`src/design/sao_eo45_pkg.sv`:
```
`timescale 1ns / 1ps
`default_nettype none
// ----------------------------------------------------------------------------
// SAO edge-offset 45-degree statistics package
// Shared constants, types and small helper functions of the statistics unit.
// ----------------------------------------------------------------------------
package sao_eo45_pkg;

  // Row geometry: one sign slot per column plus the tail slot.
  localparam int ROW_WIDTH   = 64;
  localparam int SLOT_AW     = $clog2(ROW_WIDTH);
  localparam int NUM_CLASSES = 5;
  localparam int CLASS_AW    = $clog2(NUM_CLASSES);
  localparam int ACC_W       = 32;

  // Stream word widths (tdata fields packed from bit 0, padded to whole bytes).
  localparam int S_TDATA_W = 72;
  localparam int S_TUSER_W = 2;
  localparam int M_TDATA_W = 72;

  localparam logic [CLASS_AW-1:0] MAX_CLASS = CLASS_AW'(NUM_CLASSES - 1);

  typedef enum logic [1:0] {
    REQ_PIXEL      = 2'd0,
    REQ_WRITE_SIGN = 2'd1,
    REQ_READ_CLASS = 2'd2,
    REQ_CLEAR      = 2'd3
  } req_type_e;

  typedef logic signed [1:0] sign_t;

  localparam sign_t SIGN_ZERO = 2'sb00;
  localparam sign_t SIGN_POS  = 2'sb01;
  localparam sign_t SIGN_NEG  = 2'sb11;

  // Count and residual sum of one edge class, as held in the accumulator RAM.
  typedef struct packed {
    logic [ACC_W-1:0] sum;
    logic [ACC_W-1:0] count;
  } acc_t;

  function automatic sign_t sign_of(logic [7:0] a, logic [7:0] b);
    sign_t s;
    if (a > b) begin
      s = SIGN_POS;
    end else if (a < b) begin
      s = SIGN_NEG;
    end else begin
      s = SIGN_ZERO;
    end
    return s;
  endfunction

  // A loaded sign code of 2 (minus two) saturates to minus one.
  function automatic sign_t sat_sign(logic [1:0] v);
    sign_t s;
    case (v)
      2'd0:    s = SIGN_ZERO;
      2'd1:    s = SIGN_POS;
      default: s = SIGN_NEG;
    endcase
    return s;
  endfunction

  // Edge types 0, -2, -1, 1, 2 map to classes 0 to 4.
  function automatic logic [CLASS_AW-1:0] class_of(logic signed [2:0] et);
    logic [CLASS_AW-1:0] c;
    case (et)
      -3'sd2:  c = CLASS_AW'(1);
      -3'sd1:  c = CLASS_AW'(2);
      3'sd1:   c = CLASS_AW'(3);
      3'sd2:   c = CLASS_AW'(4);
      default: c = '0;
    endcase
    return c;
  endfunction

endpackage
`default_nettype wire

```
`src/design/sao_eo45_ram.sv`:
```
`timescale 1ns / 1ps
`default_nettype none
// ----------------------------------------------------------------------------
// Generic simple dual-port RAM
// One write port and one read port, read data registered.
// ----------------------------------------------------------------------------
module sao_eo45_ram #(
  parameter int WIDTH = 8,
  parameter int DEPTH = 16
) (
  input  wire logic                     clk_i,
  input  wire logic                     we_i,
  input  wire logic [$clog2(DEPTH)-1:0] waddr_i,
  input  wire logic [WIDTH-1:0]         wdata_i,
  input  wire logic                     re_i,
  input  wire logic [$clog2(DEPTH)-1:0] raddr_i,
  output      logic [WIDTH-1:0]         rdata_o
);

  logic [WIDTH-1:0] mem_q [DEPTH];

  always_ff @(posedge clk_i) begin
    if (we_i) begin
      mem_q[waddr_i] <= wdata_i;
    end
    if (re_i) begin
      rdata_o <= mem_q[raddr_i];
    end
  end

endmodule
`default_nettype wire

```
`src/design/sao_edge_offset_diag45_stats_unit.sv`:
```
`timescale 1ns / 1ps
`default_nettype none
// ----------------------------------------------------------------------------
// SAO edge-offset statistics unit, 45-degree class
// Classifies pixels by their diagonal edge type and keeps per-class pixel
// counts and residual sums; also loads sign slots, reads and clears classes.
// ----------------------------------------------------------------------------
// Pipeline: an input word passes the sign RAM read at the accepting edge,
//   the accumulator RAM read, then the write-back together with the output
//   register, which holds its result word.
// Throughput: one word per cycle; the whole pipeline only holds while the
//   output register is full and the sink is not ready.
// Reset: asynchronous, active low; clears the sign line, all counts and sums
//   at once through valid bits, so no clearing pass is needed.
// ----------------------------------------------------------------------------
module sao_edge_offset_diag45_stats_unit
  import sao_eo45_pkg::*;
(
  input  wire logic                 clk_i,
  input  wire logic                 rst_ni,
  // Input stream.
  input  wire logic                 s_axis_tvalid_i,
  output      logic                 s_axis_tready_o,
  // tdata from bit 0: column[6], diff_value[16], cur_pixel[8],
  // below_left_pixel[8], right_end_pixel[8], below_end_pixel[8],
  // sign_slot[7], sign_value[2], class_select[3], zero padding[6].
  input  wire logic [S_TDATA_W-1:0] s_axis_tdata_i,
  // tuser from bit 0: req_type[2].
  input  wire logic [S_TUSER_W-1:0] s_axis_tuser_i,
  // Output stream.
  output      logic                 m_axis_tvalid_o,
  input  wire logic                 m_axis_tready_i,
  // tdata from bit 0: edge_class[3], class_count[32], class_sum[32],
  // zero padding[5].
  output      logic [M_TDATA_W-1:0] m_axis_tdata_o
);

  // --------------------------------------------------------------------------
  // Input word unpacking.
  // --------------------------------------------------------------------------
  req_type_e   in_req;
  logic [5:0]  in_column;
  logic [15:0] in_diff;
  logic [7:0]  in_cur;
  logic [7:0]  in_below_left;
  logic [7:0]  in_right_end;
  logic [7:0]  in_below_end;
  logic [6:0]  in_slot;
  logic [1:0]  in_sign_value;
  logic [2:0]  in_class_sel;

  assign in_req        = req_type_e'(s_axis_tuser_i[1:0]);
  assign in_column     = s_axis_tdata_i[5:0];
  assign in_diff       = s_axis_tdata_i[21:6];
  assign in_cur        = s_axis_tdata_i[29:22];
  assign in_below_left = s_axis_tdata_i[37:30];
  assign in_right_end  = s_axis_tdata_i[45:38];
  assign in_below_end  = s_axis_tdata_i[53:46];
  assign in_slot       = s_axis_tdata_i[60:54];
  assign in_sign_value = s_axis_tdata_i[62:61];
  assign in_class_sel  = s_axis_tdata_i[65:63];

  // The pipeline moves as one: every stage advances whenever the output
  // register is empty or being drained this cycle.
  logic adv;
  logic accept;

  logic out_valid_q;

  assign adv             = !out_valid_q || m_axis_tready_i;
  assign s_axis_tready_o = adv;
  assign accept          = s_axis_tvalid_i && adv;

  // --------------------------------------------------------------------------
  // Stage 0: sign line access.
  // Slots 0 to ROW_WIDTH-1 (column k lives in slot k) are held in the sign
  // RAM, the tail slot ROW_WIDTH in a register of its own, so a pixel in the
  // last column can write its down-sign and the tail sign in the same cycle.
  // A pixel reads slot x+1 and writes slot x; the two never collide.
  // --------------------------------------------------------------------------
  logic [SLOT_AW-1:0]   col_x;
  logic                 col_last;
  sign_t                down_sign;
  logic                 slot_is_tail;
  logic                 slot_in_ram;

  logic                 sign_we;
  logic [SLOT_AW-1:0]   sign_waddr;
  sign_t                sign_wdata;
  logic                 sign_re;
  logic [SLOT_AW-1:0]   sign_raddr;
  logic [1:0]           sign_rdata;

  logic [ROW_WIDTH-1:0] sign_vld_q, sign_vld_d;
  sign_t                tail_q, tail_d;

  always_comb begin
    // Columns past the row end are taken as the last column.
    if (32'(in_column) >= 32'(ROW_WIDTH)) begin
      col_x = SLOT_AW'(ROW_WIDTH - 1);
    end else begin
      col_x = SLOT_AW'(in_column);
    end
    col_last     = (col_x == SLOT_AW'(ROW_WIDTH - 1));
    down_sign    = sign_of(in_cur, in_below_left);
    slot_is_tail = (32'(in_slot) == 32'(ROW_WIDTH));
    slot_in_ram  = (32'(in_slot) < 32'(ROW_WIDTH));
  end

  always_comb begin
    sign_we    = 1'b0;
    sign_waddr = col_x;
    sign_wdata = down_sign;
    sign_re    = 1'b0;
    sign_raddr = col_x + SLOT_AW'(1);
    sign_vld_d = sign_vld_q;
    tail_d     = tail_q;
    if (accept) begin
      case (in_req)
        REQ_PIXEL: begin
          sign_we               = 1'b1;
          sign_re               = !col_last;
          sign_vld_d[col_x]     = 1'b1;
          if (col_last) begin
            tail_d = sign_of(in_right_end, in_below_end);
          end
        end
        REQ_WRITE_SIGN: begin
          sign_waddr = SLOT_AW'(in_slot);
          sign_wdata = sat_sign(in_sign_value);
          if (slot_in_ram) begin
            sign_we                         = 1'b1;
            sign_vld_d[SLOT_AW'(in_slot)]   = 1'b1;
          end else if (slot_is_tail) begin
            tail_d = sat_sign(in_sign_value);
          end
        end
        default: begin
        end
      endcase
    end
  end

  sao_eo45_ram #(
    .WIDTH (2),
    .DEPTH (ROW_WIDTH)
  ) u_sign_ram (
    .clk_i   (clk_i),
    .we_i    (sign_we),
    .waddr_i (sign_waddr),
    .wdata_i (sign_wdata),
    .re_i    (sign_re),
    .raddr_i (sign_raddr),
    .rdata_o (sign_rdata)
  );

  // --------------------------------------------------------------------------
  // Stage 1: edge type and class, accumulator RAM read.
  // --------------------------------------------------------------------------
  logic                s1_valid_q;
  req_type_e           s1_req_q;
  sign_t               s1_down_q;
  logic [15:0]         s1_diff_q;
  logic [2:0]          s1_csel_q;
  logic                s1_use_tail_q;
  sign_t               s1_tail_q;
  logic                s1_up_vld_q;

  sign_t               s1_up;
  logic signed [2:0]   s1_edge_type;
  logic [CLASS_AW-1:0] s1_cls;

  always_ff @(posedge clk_i or negedge rst_ni) begin
    if (!rst_ni) begin
      s1_valid_q <= 1'b0;
      sign_vld_q <= '0;
      tail_q     <= SIGN_ZERO;
    end else begin
      sign_vld_q <= sign_vld_d;
      tail_q     <= tail_d;
      if (adv) begin
        s1_valid_q <= s_axis_tvalid_i;
      end
    end
  end

  always_ff @(posedge clk_i) begin
    if (accept) begin
      s1_req_q      <= in_req;
      s1_down_q     <= down_sign;
      s1_diff_q     <= in_diff;
      s1_csel_q     <= in_class_sel;
      s1_use_tail_q <= col_last;
      s1_tail_q     <= tail_q;
      s1_up_vld_q   <= sign_vld_q[sign_raddr];
    end
  end

  always_comb begin
    // A slot never written since reset reads as zero.
    if (s1_use_tail_q) begin
      s1_up = s1_tail_q;
    end else if (s1_up_vld_q) begin
      s1_up = sign_t'(sign_rdata);
    end else begin
      s1_up = SIGN_ZERO;
    end
    s1_edge_type = 3'(s1_down_q) + 3'(s1_up);
    if (s1_req_q == REQ_READ_CLASS) begin
      s1_cls = (s1_csel_q > 3'(MAX_CLASS)) ? MAX_CLASS : CLASS_AW'(s1_csel_q);
    end else begin
      s1_cls = class_of(s1_edge_type);
    end
  end

  // --------------------------------------------------------------------------
  // Stage 2: accumulate and write back.
  // The entry written in the previous step is forwarded, since the next item
  // read the RAM at that same edge. Classes cleared since their last write
  // read as zero through the per-class valid bits.
  // --------------------------------------------------------------------------
  logic                   s2_valid_q;
  req_type_e              s2_req_q;
  logic [CLASS_AW-1:0]    s2_cls_q;
  logic [15:0]            s2_diff_q;

  logic [NUM_CLASSES-1:0] acc_vld_q, acc_vld_d;
  logic                   wb_valid_q;
  logic [CLASS_AW-1:0]    wb_cls_q;
  acc_t                   wb_data_q;

  acc_t                   acc_rdata;
  acc_t                   acc_old;
  acc_t                   acc_new;
  logic                   acc_we;
  logic                   acc_re;

  assign acc_re = adv && s1_valid_q;

  sao_eo45_ram #(
    .WIDTH ($bits(acc_t)),
    .DEPTH (NUM_CLASSES)
  ) u_acc_ram (
    .clk_i   (clk_i),
    .we_i    (acc_we),
    .waddr_i (s2_cls_q),
    .wdata_i (acc_new),
    .re_i    (acc_re),
    .raddr_i (s1_cls),
    .rdata_o (acc_rdata)
  );

  always_comb begin
    if (wb_valid_q && (wb_cls_q == s2_cls_q)) begin
      acc_old = wb_data_q;
    end else if (acc_vld_q[s2_cls_q]) begin
      acc_old = acc_rdata;
    end else begin
      acc_old = '0;
    end
    acc_new.count = acc_old.count + ACC_W'(1);
    acc_new.sum   = acc_old.sum + ACC_W'(signed'(s2_diff_q));
    acc_we        = adv && s2_valid_q && (s2_req_q == REQ_PIXEL);
    acc_vld_d     = acc_vld_q;
    if (adv && s2_valid_q && (s2_req_q == REQ_CLEAR)) begin
      acc_vld_d = '0;
    end else if (acc_we) begin
      acc_vld_d[s2_cls_q] = 1'b1;
    end
  end

  always_ff @(posedge clk_i or negedge rst_ni) begin
    if (!rst_ni) begin
      s2_valid_q <= 1'b0;
      acc_vld_q  <= '0;
      wb_valid_q <= 1'b0;
    end else begin
      acc_vld_q <= acc_vld_d;
      if (adv) begin
        s2_valid_q <= s1_valid_q;
        wb_valid_q <= acc_we;
      end
    end
  end

  always_ff @(posedge clk_i) begin
    if (adv) begin
      s2_req_q  <= s1_req_q;
      s2_cls_q  <= s1_cls;
      s2_diff_q <= s1_diff_q;
      wb_cls_q  <= s2_cls_q;
      wb_data_q <= acc_new;
    end
  end

  // --------------------------------------------------------------------------
  // Output register. Sign writes and clears return an all-zero word.
  // --------------------------------------------------------------------------
  logic [CLASS_AW-1:0] out_cls_q, out_cls_d;
  acc_t                out_acc_q, out_acc_d;

  always_comb begin
    case (s2_req_q)
      REQ_PIXEL: begin
        out_cls_d = s2_cls_q;
        out_acc_d = acc_new;
      end
      REQ_READ_CLASS: begin
        out_cls_d = s2_cls_q;
        out_acc_d = acc_old;
      end
      default: begin
        out_cls_d = '0;
        out_acc_d = '0;
      end
    endcase
  end

  always_ff @(posedge clk_i or negedge rst_ni) begin
    if (!rst_ni) begin
      out_valid_q <= 1'b0;
    end else if (adv) begin
      out_valid_q <= s2_valid_q;
    end
  end

  always_ff @(posedge clk_i) begin
    if (adv) begin
      out_cls_q <= out_cls_d;
      out_acc_q <= out_acc_d;
    end
  end

  assign m_axis_tvalid_o = out_valid_q;
  assign m_axis_tdata_o  = {(M_TDATA_W - 3 - 2 * ACC_W)'(0), out_acc_q.sum,
                            out_acc_q.count, 3'(out_cls_q)};

  // --------------------------------------------------------------------------
  // Assertions.
  // --------------------------------------------------------------------------
  // A forwarded write-back always belongs to a class marked as valid.
  a_wb_class_valid : assert property (@(posedge clk_i) disable iff (!rst_ni)
    wb_valid_q |-> acc_vld_q[wb_cls_q])
    else $error("forwarded class is not marked valid");

  // A clear leaves no class valid and nothing to forward.
  a_clear_empties : assert property (@(posedge clk_i) disable iff (!rst_ni)
    (adv && s2_valid_q && (s2_req_q == REQ_CLEAR)) |=>
      (acc_vld_q == '0) && !wb_valid_q)
    else $error("clear left accumulator state behind");

  // The saturated sign code never reaches the tail slot.
  a_tail_sign_legal : assert property (@(posedge clk_i) disable iff (!rst_ni)
    tail_q != 2'sb10)
    else $error("tail slot holds an illegal sign code");

  // While the output stalls, the inner stages hold their items.
  a_stall_holds : assert property (@(posedge clk_i) disable iff (!rst_ni)
    !adv |=> $stable(s2_valid_q) && $stable(s1_valid_q))
    else $error("pipeline moved during an output stall");

  // Results never carry a class beyond the last one.
  a_class_range : assert property (@(posedge clk_i) disable iff (!rst_ni)
    out_valid_q |-> (out_cls_q <= MAX_CLASS))
    else $error("result class out of range");

endmodule
`default_nettype wire
```
`config.mk`:
```
export PLATFORM = sky130hd
export DESIGN_NAME = sao_edge_offset_diag45_stats_unit
export DESIGN_NICKNAME = d
export VERILOG_FILES = /design/src/design/sao_eo45_pkg.sv /design/src/design/sao_eo45_ram.sv /design/src/design/sao_edge_offset_diag45_stats_unit.sv
export SDC_FILE = /design/constraint.sdc
export NUM_CORES = 1
export LEC_CHECK = 0
export BUFFER_PORTS_ARGS = -buffer_cell sky130_fd_sc_hd__buf_2
export CORE_UTILIZATION = 65
export DETAILED_ROUTE_END_ITERATION = 16
export GPL_TIMING_DRIVEN = 1
export PLACE_DENSITY = 0.88
export SETUP_SLACK_MARGIN = 0.2
export SLEW_MARGIN = 20
export SYNTH_ARGS = -nofsm -noshare
export SYNTH_HDL_FRONTEND = slang
export SYNTH_SLANG_ARGS = --single-unit
```
`constraint.sdc`:
```
create_clock -name clk_i -period 18.4 [get_ports clk_i]
set_clock_uncertainty 0.05 [all_clocks]
set_input_delay 0 -clock clk_i [delete_from_list [all_inputs] [get_ports clk_i]]
set_output_delay 0 -clock clk_i [all_outputs]
set_load 0.02 [all_outputs]
```
# == Yosys cells after proc, flatten, opt, wreduce, memory -nomap -nowiden ==
# Memory sizes are Yosys's and may differ from the RTL's. A register that Yosys moved wholly into a read port is not among the register bits.
# Cells that the tools add are included.
# totals
register_bits,257
mem_bits_rw,448
in_bits,78
elab_cells,125
n_memories,2
# classes
addsub,4
magnitude_cmp,13
eq_ne,16
mux,44
n_bitwise,3
reduce_logical,20
# memory_table
name,depth,width,read_ports,rd_clocked_by_memory_dff,write_ports,line_no,text
u_acc_ram.mem_q,5,64,1,1,1,sao_eo45_ram.sv:20,logic [WIDTH-1:0] mem_q [DEPTH];
u_sign_ram.mem_q,64,2,1,1,1,sao_eo45_ram.sv:20,
# op_table
cell,n
one-hot mux 64 bit (2 select lines),2
2-to-1 mux 64 bit,3
OR 64 bit,2
adder 32 x 1 -> 32 bit (second input constant),1
adder 32 bit,1
2-to-1 mux 2 bit,11
< comparator 6 x 7 -> 1 bit (second input constant),3
greater-than comparator 8 bit,2
< comparator 8 bit,2
2-to-1 mux 1 bit,13
demux 1 bit (select 6 bit),2
>= comparator 6 x 1 -> 1 bit (second input constant),2
2-to-1 mux 6 bit,2
one-hot mux 3 bit (4 select lines),1
2-to-1 mux 5 bit,2
logical AND 1 bit,9
inequality test 2 bit (second input constant),4
one-hot mux 2 bit (2 select lines),2
equality test 7 bit (second input constant),1
< comparator 7 bit (second input constant),1
adder 6 x 1 -> 6 bit (second input constant),1
binary-select mux 1 bit (select 6 bit),1
equality test 2 bit (second input constant),3
equality test 3 bit (second input constant),2
other kinds (21),27

# == Longest topological paths before layout ==
# Gate-level depths: netlist of run 1.
# logic_depth
depth_word,7
depth_mapped,22
ltp_nobuf,16

# == Cells and area by module ==
# Synthesis of run 1 repeated with hierarchy kept, for this count alone.
# hier_totals
hier_cells,2419
area_unflattened_um2,34632.0
# modules_own_cells
mod,n_inst,cells_per_inst,area_each_um2,seq_area_each_um2
sao_edge_offset_diag45_stats_unit,1,1342,14950.6,7342.0
sao_eo45_ram at u_acc_ram,1,753,14263.7,11531.1
sao_eo45_ram at u_sign_ram,1,324,5417.7,3903.7

# == Worst setup path before layout of run 1 ==
# No wires, ideal clock.
# synth_timing
kind,register to register
startpoint,"register out_valid_q, in the netlist m_axis_tvalid_o"
endpoint,memory u_acc_ram.mem_q[4][0] (netlist name) (enable)
arrival_time_ps,11287
required_time_ps,17681
path_slack_ps,6394
stages_incl_launch_ff,5
n_path_buf,0
synth_period_minus_slack_ps,12006
cell_sequence,dfrtp_1 -> nor2b_1 -> inv_1 -> nand4_1 -> nor4b_1
# synth_via
elab_chain_cells,6
# synth_lines
item,line_no,text
start: declaration,sao_edge_offset_diag45_stats_unit.sv:68,logic out_valid_q;
start signal: assignment,sao_edge_offset_diag45_stats_unit.sv:323,out_valid_q <= s2_valid_q;
zero test 1 bit,sao_edge_offset_diag45_stats_unit.sv:70,assign adv = !out_valid_q || m_axis_tready_i;
logical OR 1 bit,sao_edge_offset_diag45_stats_unit.sv:70,
named net s_axis_tready_o,sao_edge_offset_diag45_stats_unit.sv:23,"output logic s_axis_tready_o,"
logical AND 1 bit (2 in a row),sao_edge_offset_diag45_stats_unit.sv:263,acc_we = adv && s2_valid_q && (s2_req_q == REQ_PIXEL);
2-to-1 mux 1 bit,sao_eo45_ram.sv:23,if (we_i) begin
2-to-1 mux 1 bit (not written as such),sao_eo45_ram.sv:24,mem_q[waddr_i] <= wdata_i;
end: declaration,sao_eo45_ram.sv:20,
# The timed path passes the listed nets, and every way through them passes these cells.

==> impl_metrics.toml, run 1 <==
[timing]
worst_pin_slew_ps = 1150
max_slew_margin = 0.2333
timing.final.max_slew_violations = 0
final.min_clock_period_ps = 6062
hold_viol_final = 0
rsz0062_at_grt = "false"
setup_viol = 0
clock.fmax_ghz = 0.1650
fin_setup_tns_ps = 0
post-route-period-util = 0.3295
worst_slack_ps = 12340

[logic_synthesis]
yosysTopAreaCell = "edfxtp_1"
synth_edf_count = 696
synthArstFlopShare = 0.09728
ys_seq_elements = 771
synth_commonest_cells = "edfxtp_1, nor2_1, mux4_2"
synth-main-ff-cell = "edfxtp_1"
syn_inst = 2092
synth.cell_area_sq_mm = 0.03337
synth.most_common_cell = "edfxtp_1"
ys_warn_count = 0
yosysTopAreaCellShare = 0.6262
synth.distinct_cells = 69
syn_avg_cell_area_sq_um = 15.95
yosysSeqAreaShare = 0.6825
netlist_top_cells_area = "edfxtp_1, mux4_2, dfrtp_1"

[setup_path]
crit_slowest_cell = "edfxtp_1"
start_kind = "register"
criticalPathCategory = "register to register"
required_ps = 18690
worst_ep_arrival_time_ps = 6350
crit_chain = "xnor2_1 > and4_4 > nor3_2 > buf_4 > a22o_1 > ha_1 > inv_1 > fa_1 > nor2b_1 > o21bai_1 > a21oi_1 > nor4_1 > o41ai_1 > and2_1 > o22ai_1 > o21ai_0 > xor2_1"
max_stage_delay_ps = 600
cp-end-kind = "register"
cp_max_fo = 33

[clock_tree]
cts-root-buf = "clkbuf_16"
clkSinkCount = 771
cts_buffers = 75
clkTransAtPathRegs_ps = 70
cts_tree = "done"
cts_max_level = 3
insertion_delay_ps = 640
post_cts_buffers = 0
cts_resized = 0
hold_buffers = 55
cts_buffer_depth = 3

[drt]
remaining_drc_errors = 0
routedWlPerCell_um = 28.52
ant_nets = 0
first_pass_iters = 8
avgViaCountPerCell = 6.986
vias = 21147
drt-total-wl_um = 86330
drt-initial-drc-count = 3050

[floorplanning]
core-area_sq_mm = 0.05038
initial_utilization = 0.6625
die_h_um = 228.6
num_rows = 82
ios = 152
die_area_sq_mm = 0.05226
die_w_um = 228.6

[outcome]
status = "completed"

[power]
leakage_nw = 13.72
finalPower_w = 0.005650
peakVddDrop_mv = 0.08450
p_per_area_mw_per_mm2 = 149.4

[grt]
gr-usage-all-layers = 0.3366
grt_pass1_vias = 21583
grt_max_degree = 71
grt-ovfl-total = 0
grt_first_pass_wirelength_um = 130800
antenna_found_initial = 2

[place]
numPortBuffers = 140
post-place-ws_ps = 12740
gp_congestion = 0.9257
hpwlAfterDp_um = 47120

[job]
cap_viol_max_count = 0

[layout]
area_delta_synth_final_pct = 13.33
fillCellCount = 2611
layout.nets = 2429
drive_gt1_frac = 0.2213
fin_util = 0.7508

[hold_path]
hold_path_class = "input port to register"
## per-stage QoR
stage          std cells  instance area [sq um]  hold slack, ps
6_report            3027                  37820           38.92
5_1_grt             3027                  37820           27.18
4_1_cts             3025                  37810           3.035
3_5_place_dp        2836                  34840          -167.6
3_3_place_gp        2836                  34840          -170.6
2_1_floorplan       2096                  33390          -345.6
## report_power, final
group / switching (W) / total [W] / internal, W
Clock: 0.000669 / 0.00155 / 0.000882
Combinational: 0.00101 / 0.00153 / 0.000519
Sequential: 0.000130 / 0.00257 / 0.00244
Total: 0.00181 / 0.00565 / 0.00384
## cells in the final DEF, fill, tap and decap left out, drive strengths merged, types with 21 or more instances in the layout
master | Yosys | layout
a21o | 21 | 21
nor2 | 166 | 166
xor2 | 30 | 30
or2 | 30 | 30
nor3 | 30 | 30
a22oi | 41 | 41
o21bai | 45 | 45
nand3 | 44 | 44
buf | 35 | 170
mux2i | 26 | 26
clkbuf | 67 | 96
ha | 51 | 51
xnor2 | 50 | 50
a22o | 49 | 49
mux2 | 66 | 66
a21oi | 57 | 57
o21ai | 36 | 36
nand2 | 100 | 100
clkinv | 0 | 25
nand4 | 33 | 33
edfxtp | 696 | 696
mux4 | 127 | 127
inv | 43 | 48
dfrtp | 75 | 75
dlygate4sd3 | 0 | 55
## sequential cells by signal, indices dropped and copies added, names as in the netlist, 5 cells and up
name               flops
u_acc_ram.mem_q      320
u_sign_ram.mem_q     128
m_axis_tdata_o        64
sign_vld_q            64
u_acc_ram.rdata_o     64
wb_data_q             64
s1_diff_q             16
s2_diff_q             16
acc_vld_q              5
## final cells by class
type	instances	area (sq um)	area share
multi-input combinational	1180	10130	0.2678
clock buffer	95	1983	0.05243
tap	672	840.8	0.02223
inverter	43	166.4	0.004400
antenna	1	2.502	0.00006616
sequential	771	22780	0.6022
clock inverter	39	434.2	0.01148
timing repair buffer	226	1490	0.03940
## per-layer routing
layer  GRT usage  vias to the layer above  part of all wire
met5           0                        -                 0
met3     0.06188                      363              0.10
met1      0.4262                    10453              0.34
met4      0.1615                        0             0.052
met2      0.5662                     1708              0.51
li1            -                     8623                 -
## final timing paths
path | start | endpoint | slack, ps | cells after the start
worst max-delay path | s2_cls_q[2] | u_acc_ram.mem_q[4][58] | 12340 | 17
worst min-delay path | s_axis_tdata_i[15] | s1_diff_q[9] | 40 | 2
worst max register to register | s2_cls_q[2] | u_acc_ram.mem_q[4][58] | 12340 | 17
worst min register to register | s1_diff_q[13] | s2_diff_q[13] | 380 | 0
max in group asynchronous | rst_ni | sign_vld_q[54] | 17260 | 3
min in group asynchronous | rst_ni | sign_vld_q[59] | 80 | 3
## kinds of logic after synthesis
family,after synthesis,share of synthesized area
flip-flops,771,0.6825
buffers and inverters,145,0.01792
XOR/XNOR,80,0.02099
other,1,0.0001124
adder cells (fa/ha/maj),54,0.02092
AND/OR/NAND/NOR,506,0.07449
AO/OA/AOI/OAI,316,0.06733
multiplexers,219,0.1158
## worst max-delay path, delay by kind of cell (launching register included)
kind	cells	cell delay (ps)
AOI/OAI and AO/OA	6	1770
adders and majority gates	2	710
xor gates and xnor gates	2	850
DFF	1	600
and+or+nand+nor	5	1250
buffers and inverters	2	510
No activity file was read; power rests on OpenSTA's default activity.
==> run 2: changes to the inputs <==
--- a/config.mk
+++ b/config.mk
@@ -6,10 +6,10 @@
 export NUM_CORES = 1
 export LEC_CHECK = 0
 export BUFFER_PORTS_ARGS = -buffer_cell sky130_fd_sc_hd__buf_2
-export CORE_UTILIZATION = 65
+export CORE_UTILIZATION = 56
 export DETAILED_ROUTE_END_ITERATION = 16
 export GPL_TIMING_DRIVEN = 1
-export PLACE_DENSITY = 0.88
+export PLACE_DENSITY = 0.81
 export SETUP_SLACK_MARGIN = 0.2
 export SLEW_MARGIN = 20
 export SYNTH_ARGS = -nofsm -noshare
==> constraint.sdc (replaced) <==
create_clock -name clk_i -period 5.08 [get_ports clk_i]
set_clock_uncertainty 0.05 [all_clocks]
set_input_delay 0 -clock clk_i [delete_from_list [all_inputs] [get_ports clk_i]]
set_output_delay 0 -clock clk_i [all_outputs]
set_load 0.02 [all_outputs]
==> run 2 against run 1 <==
Compared with the run above:
- setup slack lost 12000 ps
- sequential power increased to 3.6 times the previous value
- die area grew 16%
- flip-flop and latch count unchanged
- worst hold slack improved by 1.2 ps
- power grew to 3.6 times the previous value
- clock-buffer cell count up 15
- sequential share of layout area is 0.93 points lower
- non-clock buffer count grew 18
==> impl_metrics.toml, run 2 (synthesized netlist as in run 1, its figures left out) <==
[clock_tree]
clkTransAtPathRegs_ps = 60
cts_buffer_depth = 3
cts-root-buf = "clkbuf_16"
clkSinkCount = 771
insertion_delay_ps = 630
cts_tree = "done"
cts_buffers = 78
cts_max_level = 3

[grt]
antenna_found_initial = 5
grt_first_pass_wirelength_um = 117600
gr-usage-all-layers = 0.2588
grt_pass1_vias = 20403
grt_max_degree = 160
grt-ovfl-total = 0

[layout]
finalNonFillerCells = 3157
layout_commonest_cell = "edfxtp_1"
layout_common_cells = "edfxtp_1, nor2_1, buf_2, mux4_2, nand2_1"
largest_reg_flops = 320
drive_gt1_frac = 0.2316
fin_util = 0.6522
largestRegisters = "u_acc_ram.mem_q: 320 flops, u_sign_ram.mem_q: 128 flops"
area_delta_synth_final_pct = 15.11
top_register = "u_acc_ram.mem_q"
layout.nets = 2450

[drt]
vias = 19922
drt-initial-drc-count = 1908
remaining_drc_errors = 0
avgViaCountPerCell = 6.310
routedWlPerCell_um = 24.71
drt-total-wl_um = 78010
ant_nets = 0
first_pass_iters = 6

[setup_path]
start_kind = "register"
rr_worst_depth = 19
max_stage_delay_ps = 460
cp-end-kind = "register"
criticalPathCategory = "register to register"
cp_max_fo = 25
worst_ep_arrival_time_ps = 4930
ff2ff_setup_slack_ps = 480
required_ps = 5410
crit_chain = "mux2i_1 > o211a_1 > nor3_4 > buf_12 > a22o_1 > ha_1 > inv_1 > fa_1 > nor2b_1 > o21bai_1 > a21oi_2 > nor4_4 > o41ai_2 > and2_1 > buf_4 > a21oi_1 > o21ai_0 > xor2_1 > buf_4"
crit_slowest_cell = "edfxtp_1"
cp_common_cell = "buf_4"

[power]
peakVddDrop_mv = 0.4674
combPwrFrac = 0.271
clkPwrFrac = 0.277
p_per_area_mw_per_mm2 = 532.1
p_seq_frac = 0.452
leakage_nw = 13.94
netSwitchingFraction = 0.3100
finalPower_w = 0.02044
p_int_w = 0.01410
switchingPower_w = 0.006338

[hold_path]
hold_path_class = "input port to register"
hold_depth = 5

[floorplanning]
num_rows = 89
die_w_um = 246.1
die_area_sq_mm = 0.06058
die_h_um = 246.1
ios = 152
initial_utilization = 0.5666
core-area_sq_mm = 0.05891

[timing]
worst_pin_slew_ps = 994.3
setup_viol = 0
hold_viol_final = 0
max_slew_margin = 0.3366
timing.final.max_slew_violations = 0
final.min_clock_period_ps = 4603
post-route-period-util = 0.9060
clock.fmax_ghz = 0.2173
rsz0062_at_grt = "false"

[place]
numPlacedInstances = 2949
hpwlAfterDp_um = 46590
gp_congestion = 0.9199
numPortBuffers = 140

[outcome]
status = "completed"

[job]
cap_viol_max_count = 0
[run 2: area by class of cell]
class	count	area, sq um
Antenna cell	1	2.502
Clock buffer	110	2175
Clock inverter	35	351.6
Fill cell	3822	20490
Inverter	43	165.2
Multi-Input combinational cell	1180	10250
Sequential cell	771	22780
Tap cell	773	967.2
Timing Repair Buffer	244	1728
[run 2: worst max-delay path: cells and delay by family, from the launching register on]
family / cells / cell delay (ps)
AOI/OAI and AO/OA: 7 / 1590
and+or+nand+nor: 4 / 770
muxes: 1 / 190
DFF: 1 / 460
buffers and inverters: 4 / 590
adders and majority gates: 2 / 580
xor gates and xnor gates: 1 / 110
[run 2: stage by stage]
stage,hold slack (ps),area [sq um],worst slack (ps),TNS [ps]
after floorplan,-345.6,33500,-746.4,-241320
after global placement,126.0,35190,300.1,0
after detailed placement,128.5,35190,158.7,0
after CTS,5.713,38290,210.3,0
after global routing,34.60,38420,216.8,0
final,40.13,38420,477.4,0
[run 2: final timing paths]
path                                          from                     end
worst min register to register        s1_diff_q[4]            s2_diff_q[4]
worst max-delay path                   s2_cls_q[2]  u_acc_ram.mem_q[3][62]
max in group asynchronous                   rst_ni         m_axis_tvalid_o
worst max register to register         s2_cls_q[2]  u_acc_ram.mem_q[3][62]
worst min-delay path            s_axis_tdata_i[23]            s1_down_q[0]
min in group asynchronous                   rst_ni          sign_vld_q[52]
[run 2: what timing repair did]
action	4_1_cts	5_1_grt
setup buffers	0	4
endpoints found under the hold margin	135	14
setup endpoints to repair	25	48
hold buffers	56	1
gates resized for setup	2	9
pin swaps	0	1
[run 2: power by group through the flow]
stage / sequential, W / clock (W) / combinational (W)
floorplan: 0.00951 / 0 / 0.00345
global placement: 0.00930 / 0 / 0.00512
detailed placement: 0.00934 / 0 / 0.00532
CTS: 0.00923 / 0.00572 / 0.00542
global route: 0.00930 / 0.00595 / 0.00596
finish: 0.00924 / 0.00567 / 0.00553
[run 2: layer usage]
layer | part of all wire | up-vias | track usage
met4 | 0.032 | 2 | 0.09664
met2 | 0.50 | 899 | 0.4404
met5 | 0.00015 | - | 0
met1 | 0.39 | 10172 | 0.3368
li1 | - | 8670 | -
met3 | 0.072 | 179 | 0.03943
